<file path="src/rtl/core/clnr_pkg.sv">
`default_nettype none

package clnr_pkg;

   localparam int unsigned CHAR_W      = 8;
   localparam int unsigned STORE_DEPTH = 64;
   localparam int unsigned STORE_AW    = 6;

   localparam logic [1:0] OP_TICK  = 2'd0;
   localparam logic [1:0] OP_WRITE = 2'd1;
   localparam logic [1:0] OP_CLEAR = 2'd2;

   localparam logic [7:0] SPACE_CODE = 8'h20;
   localparam logic [7:0] FRAMES_RESET = 8'd50;

   localparam logic [6:0] CYCLE_STEPS = 7'd68;
   localparam logic [6:0] ROW1_DATA   = 7'd2;
   localparam logic [6:0] CMD2_STEP   = 7'd34;
   localparam logic [6:0] ROW2_DATA   = 7'd36;

   localparam logic [3:0] CMD1_HI = 4'h8;
   localparam logic [3:0] CMD1_LO = 4'h0;
   localparam logic [3:0] CMD2_HI = 4'hA;
   localparam logic [3:0] CMD2_LO = 4'h8;

   localparam logic [7:0] ROW_MAX = 8'd3;
   localparam logic [7:0] COL_MAX = 8'd15;

   typedef struct packed {
      logic [1:0] opcode;
      logic [7:0] row;
      logic [7:0] start_col;
      logic [7:0] char_offset;
      logic [7:0] char_code;
   } req_type;

   typedef struct packed {
      logic       is_data;
      logic [3:0] nibble;
   } rsp_type;

endpackage

`default_nettype wire

</file>
<file path="src/rtl/core/clnr_ram.sv">
`default_nettype none

module clnr_ram import clnr_pkg::*; #(
   parameter int unsigned WIDTH = CHAR_W,
   parameter int unsigned DEPTH = STORE_DEPTH
) (
   input  wire logic                     clock,
   input  wire logic                     wr_en,
   input  wire logic [$clog2(DEPTH)-1:0] wr_addr,
   input  wire logic [WIDTH-1:0]         wr_data,
   input  wire logic                     rd_en,
   input  wire logic [$clog2(DEPTH)-1:0] rd_addr,
   output logic      [WIDTH-1:0]         rd_data
);

   logic [WIDTH-1:0] mem_ff [DEPTH];
   logic [WIDTH-1:0] rd_data_ff;

   always_ff @(posedge clock) begin
      if (wr_en) begin
         mem_ff[wr_addr] <= wr_data;
      end
      if (rd_en) begin
         rd_data_ff <= mem_ff[rd_addr];
      end
   end

   assign rd_data = rd_data_ff;

endmodule

`default_nettype wire

</file>
<file path="src/rtl/core/char_lcd_nibble_refresh.sv">
// char_lcd_nibble_refresh
// Shadows a 4x16 character store and streams it to a 16x2 character LCD as
// 4-bit nibbles, one nibble per refresh tick.
// Request channel: a request is taken at a rising edge with start high and
// busy low. busy is only high while reset is held, so a request can be taken
// every cycle. Opcode tick produces one nibble, write stores one character,
// clear fills the store with spaces; write and clear produce nothing.
// Result channel: rsp_strobe marks rsp_data for the one cycle right after the
// tick request edge; the result comes through the store read register.
// The receiver cannot stall; throughput is one request per cycle.
// CSR channel: csr_ready is always high; csr_data sets frames_per_half; the
// user must write it only while no tick result is pending (not enforced).
// Reset (synchronous): store reads back as spaces, step, frame count and the
// displayed half go to zero, frames_per_half returns to 50.
// The store is a 64x8 RAM with one registered read port; a valid bit per
// entry gives the space value for entries never written since reset/clear.
`default_nettype none

module char_lcd_nibble_refresh import clnr_pkg::*; (
   input  wire logic       clock,
   input  wire logic       reset,
   input  wire logic       start,
   output logic            busy,
   input  wire req_type    req_data,
   output logic            rsp_strobe,
   output rsp_type         rsp_data,
   input  wire logic       csr_valid,
   output logic            csr_ready,
   input  wire logic [7:0] csr_data
);

   logic       accept;
   logic       tick;
   logic       wr_en;
   logic       clr;

   logic [7:0] frames_ff;
   logic [6:0] step_ff;
   logic [6:0] step_in;
   logic [7:0] cycle_ff;
   logic [7:0] cycle_in;
   logic       half_ff;
   logic       half_in;

   logic [6:0] step_cur;
   logic       second_row;
   logic [6:0] pos;
   logic       is_data;
   logic [3:0] ctrl_nib;
   logic [7:0] cycle_inc;

   logic [1:0] row_c;
   logic [3:0] col_c;
   logic [8:0] col_sum;
   logic [STORE_AW-1:0] wr_addr;
   logic [STORE_AW-1:0] rd_addr;

   logic [STORE_DEPTH-1:0] valid_ff;
   logic [CHAR_W-1:0]      rd_data;
   logic [CHAR_W-1:0]      ch;

   logic       rsp_strobe_ff;
   logic       is_data_ff;
   logic       lo_sel_ff;
   logic [3:0] ctrl_nib_ff;
   logic       valid_rd_ff;

   assign busy      = reset;
   assign csr_ready = 1'b1;

   assign accept = start & ~busy;
   assign tick   = accept & (req_data.opcode == OP_TICK);
   assign clr    = accept & (req_data.opcode == OP_CLEAR);

   // write address with clamping; past the last column the write is dropped
   always_comb begin
      row_c   = (req_data.row > ROW_MAX) ? ROW_MAX[1:0] : req_data.row[1:0];
      col_c   = (req_data.start_col > COL_MAX) ? COL_MAX[3:0] : req_data.start_col[3:0];
      col_sum = {5'd0, col_c} + {1'b0, req_data.char_offset};
      wr_addr = {row_c, col_sum[3:0]};
      wr_en   = accept && (req_data.opcode == OP_WRITE) && (col_sum <= {1'b0, COL_MAX});
   end

   // step decode
   always_comb begin
      step_cur   = (step_ff >= CYCLE_STEPS) ? 7'd0 : step_ff;
      second_row = step_cur >= ROW2_DATA;
      pos        = second_row ? (step_cur - ROW2_DATA) : (step_cur - ROW1_DATA);
      is_data    = second_row || ((step_cur >= ROW1_DATA) && (step_cur < CMD2_STEP));
      case (step_cur)
         7'd0:                   ctrl_nib = CMD1_HI;
         7'd1:                   ctrl_nib = CMD1_LO;
         CMD2_STEP:              ctrl_nib = CMD2_HI;
         CMD2_STEP + 7'd1:       ctrl_nib = CMD2_LO;
         default:                ctrl_nib = 4'h0;
      endcase
      rd_addr = {half_ff, second_row, pos[4:1]};
   end

   // step, frame count and half for the next tick
   always_comb begin
      step_in   = step_cur + 7'd1;
      cycle_in  = cycle_ff;
      half_in   = half_ff;
      cycle_inc = cycle_ff + 8'd1;
      if (step_in >= CYCLE_STEPS) begin
         step_in = 7'd0;
         if (cycle_inc == frames_ff) begin
            cycle_in = 8'd0;
            half_in  = ~half_ff;
         end else begin
            cycle_in = cycle_inc;
         end
      end
   end

   always_ff @(posedge clock) begin
      if (reset) begin
         frames_ff <= FRAMES_RESET;
      end else if (csr_valid && csr_ready) begin
         frames_ff <= csr_data;
      end
   end

   always_ff @(posedge clock) begin
      if (reset) begin
         step_ff  <= 7'd0;
         cycle_ff <= 8'd0;
         half_ff  <= 1'b0;
      end else if (tick) begin
         step_ff  <= step_in;
         cycle_ff <= cycle_in;
         half_ff  <= half_in;
      end
   end

   always_ff @(posedge clock) begin
      if (reset || clr) begin
         valid_ff <= '0;
      end else if (wr_en) begin
         valid_ff[wr_addr] <= 1'b1;
      end
   end

   clnr_ram #(
      .WIDTH (CHAR_W),
      .DEPTH (STORE_DEPTH)
   ) u_store (
      .clock   (clock),
      .wr_en   (wr_en),
      .wr_addr (wr_addr),
      .wr_data (req_data.char_code),
      .rd_en   (tick),
      .rd_addr (rd_addr),
      .rd_data (rd_data)
   );

   always_ff @(posedge clock) begin
      if (reset) begin
         rsp_strobe_ff <= 1'b0;
      end else begin
         rsp_strobe_ff <= tick;
      end
   end

   always_ff @(posedge clock) begin
      if (tick) begin
         is_data_ff  <= is_data;
         lo_sel_ff   <= pos[0];
         ctrl_nib_ff <= ctrl_nib;
         valid_rd_ff <= valid_ff[rd_addr];
      end
   end

   always_comb begin
      ch = valid_rd_ff ? rd_data : SPACE_CODE;
      rsp_data.is_data = is_data_ff;
      if (is_data_ff) begin
         rsp_data.nibble = lo_sel_ff ? ch[3:0] : ch[7:4];
      end else begin
         rsp_data.nibble = ctrl_nib_ff;
      end
   end

   assign rsp_strobe = rsp_strobe_ff;

endmodule

`default_nettype wire

</file>
<file path="config.mk">
export PLATFORM = sky130hd
export DESIGN_NAME = char_lcd_nibble_refresh
export DESIGN_NICKNAME = d
export VERILOG_FILES = /design/src/rtl/core/clnr_pkg.sv /design/src/rtl/core/clnr_ram.sv /design/src/rtl/core/char_lcd_nibble_refresh.sv
export SDC_FILE = /design/constraint.sdc
export NUM_CORES = 1
export LEC_CHECK = 0
export ABC_AREA = 1
export BUFFER_PORTS_ARGS = -buffer_cell sky130_fd_sc_hd__buf_2
export CAP_MARGIN = 20
export CORE_UTILIZATION = 56
export CTS_CLUSTER_DIAMETER = 100
export DETAILED_ROUTE_END_ITERATION = 6
export MAX_ROUTING_LAYER = met4
export PLACE_DENSITY = 0.72
export SLEW_MARGIN = 20
export SYNTH_ARGS = -nofsm -noshare
export SYNTH_HDL_FRONTEND = slang
export SYNTH_SLANG_ARGS = --single-unit
</file>
<file path="constraint.sdc">
create_clock -name clock -period 3.6 [get_ports clock]
set_input_delay 0.36 -clock clock [delete_from_list [all_inputs] [get_ports clock]]
set_output_delay 0.36 -clock clock [all_outputs]
set_load 0.01 [all_outputs]
</file>
==> flow_summary.toml <==
[timing]
worst_pin_slew_ns = 1.02
period_share_pct = 95.1
hold_violations = 0
rsz0062_at_grt = "no"
drv_slew = 0
setup_tns_ns = 0
slew_headroom_pct = 31.7
setup_ws_ns = 0.176
finalSetupViolCount = 0
fmax_mhz = 292
fin_skew_ns = 0.0182
finalCriticalPeriod_ns = 3.42

[clock_network]
cts_root_buffer = "clkbuf_16"
cts_tree = "done"
cts.sinks = 614
clk_path_buf_depth = 3
cts_buffers = 60
clkSlewWorstSetupHoldPaths_ns = 0.06
cts_max_level = 2
clk_latency_ns = 0.62

[logic_synthesis]
yosysMostFrequentCell = "nand2_1"
yosysTopAreaCellShare_pct = 56.8
synthMuxAreaShare_pct = 0
yosys.area.top_type = "edfxtp_1"
yosysWarnings = 0
synth_compound_area_share_pct = 2.13
async_flop_share_pct = 0
synth_xor_area_share_pct = 0.636
yosys-top-cells-count = "678 x nand2_1, 616 x inv_1, 579 x nand3_1, 525 x edfxtp_1, 89 x dfxtp_1"
syn_nets = 2957
synth_top_family_by_area = "simple AND/OR/NAND/NOR gates"
yosysSeqAreaShare_pct = 63.2
synthFlopType = "edfxtp_1"
synth_cells = 2896
yosys.area_share.adder_pct = 0.704
syn_avg_cell_area_um2 = 9.58
synthTopCellsByArea = "edfxtp_1 57%, nand3_1 10%, nand2_1 9.2%"
netlist_area_um2 = 27700
ys_seq_elements = 614
synth-edff-count = 525
ys_types = 42
synth-simple-area-share_pct = 22.5

[die]
fp.dieH_um = 225
dieArea_um2 = 50400
ioPinCount = 54
start_util_pct = 56.7
placementRows = 81
core_area_um2 = 49000
fp.dieW_um = 225

[detailed_routing]
first_iter_violations = 2674
num_vias = 20460
wl_per_cell_um = 19.6
drc = 0
drtPass1Iterations = 6
viasPerCell = 5.53
final_antenna_net_count = 0
routed_wl_um = 72300

[pwr]
internal-power_w = 0.0117
p_seq_share_pct = 52.5
power_frac_clock_pct = 44.8
p_sw_share_pct = 20.4
peakVddDrop_mv = 0.415
power-per-cell-area_nw_per_um2 = 465
p_switching_w = 0.00301
p_leak_nw = 13.8
combPwrFrac_pct = 2.7

[cells_and_area]
fillers = 3722
drive_gt1_share_pct = 9.13
diodes = 0
area_growth_pct = 14.0
final_nets = 3042

[place]
pre_cts_slack_ns = 0.0836
port_buffers = 52
gp_congestion = 1.04
post-dp-hpwl_um = 44200

[global_route]
grt_pass1_vias = 19234
grt_pass1_wl_um = 108000
overflow = 0
grt_max_degree = 71
grt_antenna_before_repair = 1
track_usage_pct = 29.4

[setup_path]
critical_path_class = "reg -> reg"
cp_cell_sequence = "nor2_1 -> nand2_1 -> nand2_2 -> nand2_1 -> ha_1 -> nand2_1 -> inv_1 -> nand4_4 -> nand2_8 -> o21ai_4 -> buf_12 -> buf_4 -> nand3_1 -> nand3_1 -> nand3_1 -> nand3_1 -> nand2_1"
slowest_stage = "o21ai_4"
cp_data_arrival_time_ns = 3.80
crit_fanout = 49
max_stage_delay_ns = 0.40
worst_ep_required_time_ns = 3.98
endpoint_kind = "register"
start_kind = "register"

[flow_run]
maxCapViolCount = 0

[hold_path]
hold_path_class = "in -> reg"

[run_status]
status = "finished, final reports clean"
==> critical path: cells and delay by family (launching register included) <==
kind,cells,cell delay [ns]
buffers and inverters,3,0.66
AND/OR/NAND/NOR,12,1.49
AO/OA/AOI/OAI,1,0.40
adder cells (fa/ha/maj),1,0.25
flip-flops,1,0.35
==> through the flow <==
stage / utilization [%] / hold slack, ns / cell area (µm²) / instances / power [W]
2_1_floorplan: - / 0.432 / 27700 / 2896 / 0.00799
5_1_grt: 64.6 / 0.00894 / 31600 / 3697 / 0.0151
3_5_place_dp: 59.9 / 0.447 / 29300 / 3563 / 0.00826
3_3_place_gp: 59.9 / 0.444 / 29300 / 3563 / 0.00826
4_1_cts: 64.3 / 0.000142 / 31500 / 3683 / 0.0148
6_report: 64.6 / 0.0167 / 31600 / 3697 / 0.0147
==> sequential cells by signal, indices dropped and copies added (netlist names) <==
signal	flops
u_store.mem_ff	512
valid_ff	64
cycle_ff	8
frames_ff	8
u_store.rd_data	8
step_ff	7
ctrl_nib_ff	2
half_ff	1
is_data_ff	1
lo_sel_ff	1
rsp_strobe	1
valid_rd_ff	1
==> cells in the final DEF, fill, tap and decap left out, types with 4 or more instances in the layout <==
cell           instances
a21oi_1               78
buf_12                31
buf_2                 46
buf_4                 63
bufinv_16              8
clkbuf_1              12
clkbuf_16             64
clkbuf_8               6
clkinv_2              14
clkinvlp_4             4
dfxtp_1               88
dlygate4sd3_1          6
edfxtp_1             525
ha_1                  14
inv_1                616
inv_2                  6
nand2_1              678
nand2_4                5
nand2_8                4
nand3_1              579
nand3b_1              43
nand4_1                6
nor2_1                54
nor3_1                 5
o21ai_0               17
xnor2_1                5
xor2_1                12
==> power groups by stage <==
stage | registers (W) | clock network [W] | logic [W]
2_1_floorplan | 0.00787 | 0 | 0.000113
3_3_place_gp | 0.00787 | 0 | 0.000383
3_5_place_dp | 0.00787 | 0 | 0.000387
4_1_cts | 0.00772 | 0.00664 | 0.000394
5_1_grt | 0.00772 | 0.00692 | 0.000418
6_report | 0.00772 | 0.00659 | 0.000399
==> what timing repair did <==
item                                    4_1_cts  5_1_grt
hold buffers                                  6        0
endpoints found under the setup margin        0        9
buffers inserted                              0       11
endpoints found under the hold margin         6        0
gates resized for setup                       0       11
==> worst paths after layout <==
check                       endpoint  depth (start not counted)         start  slack [ns]
setup / recovery  u_store.rd_data[1]                         17    step_ff[3]        0.18
hold reg to reg         valid_ff[40]                          2  valid_ff[40]        0.46
hold / removal            rsp_strobe                          2  req_data[32]        0.02
setup reg to reg  u_store.rd_data[1]                         17    step_ff[3]        0.18
==> cells by family after synthesis <==
logic type               count (synthesis)
AO/OA/AOI/OAI                          108
AND/OR/NAND/NOR                       1385
buffers and inverters                  755
flip-flops                             614
XOR/XNOR                                18
other                                    1
adder cells (fa/ha/maj)                 15
==> per-layer routing <==
| metal | up-vias | share of wire (%) | GRT usage [%] |
|---|---|---|---|
| li1 | 9510 | - | - |
| met3 | 214 | 11 | 5.80 |
| met5 | - | 0 | - |
| met1 | 9614 | 40 | 38.7 |
| met4 | 0 | 3.6 | 10.7 |
| met2 | 1122 | 46 | 45.3 |
==> final cells by class <==
class,instances,area (µm²),area share (%)
flip-flops and latches,614,17500,55.5
clock buffers,81,1700,5.39
repair buffers,154,1540,4.87
clock inverters,33,389,1.23
well taps,664,831,2.63
inverters,622,2330,7.38
multi-input cells,1529,7290,23.0
Note: power is estimated with default switching activity, not from simulation.
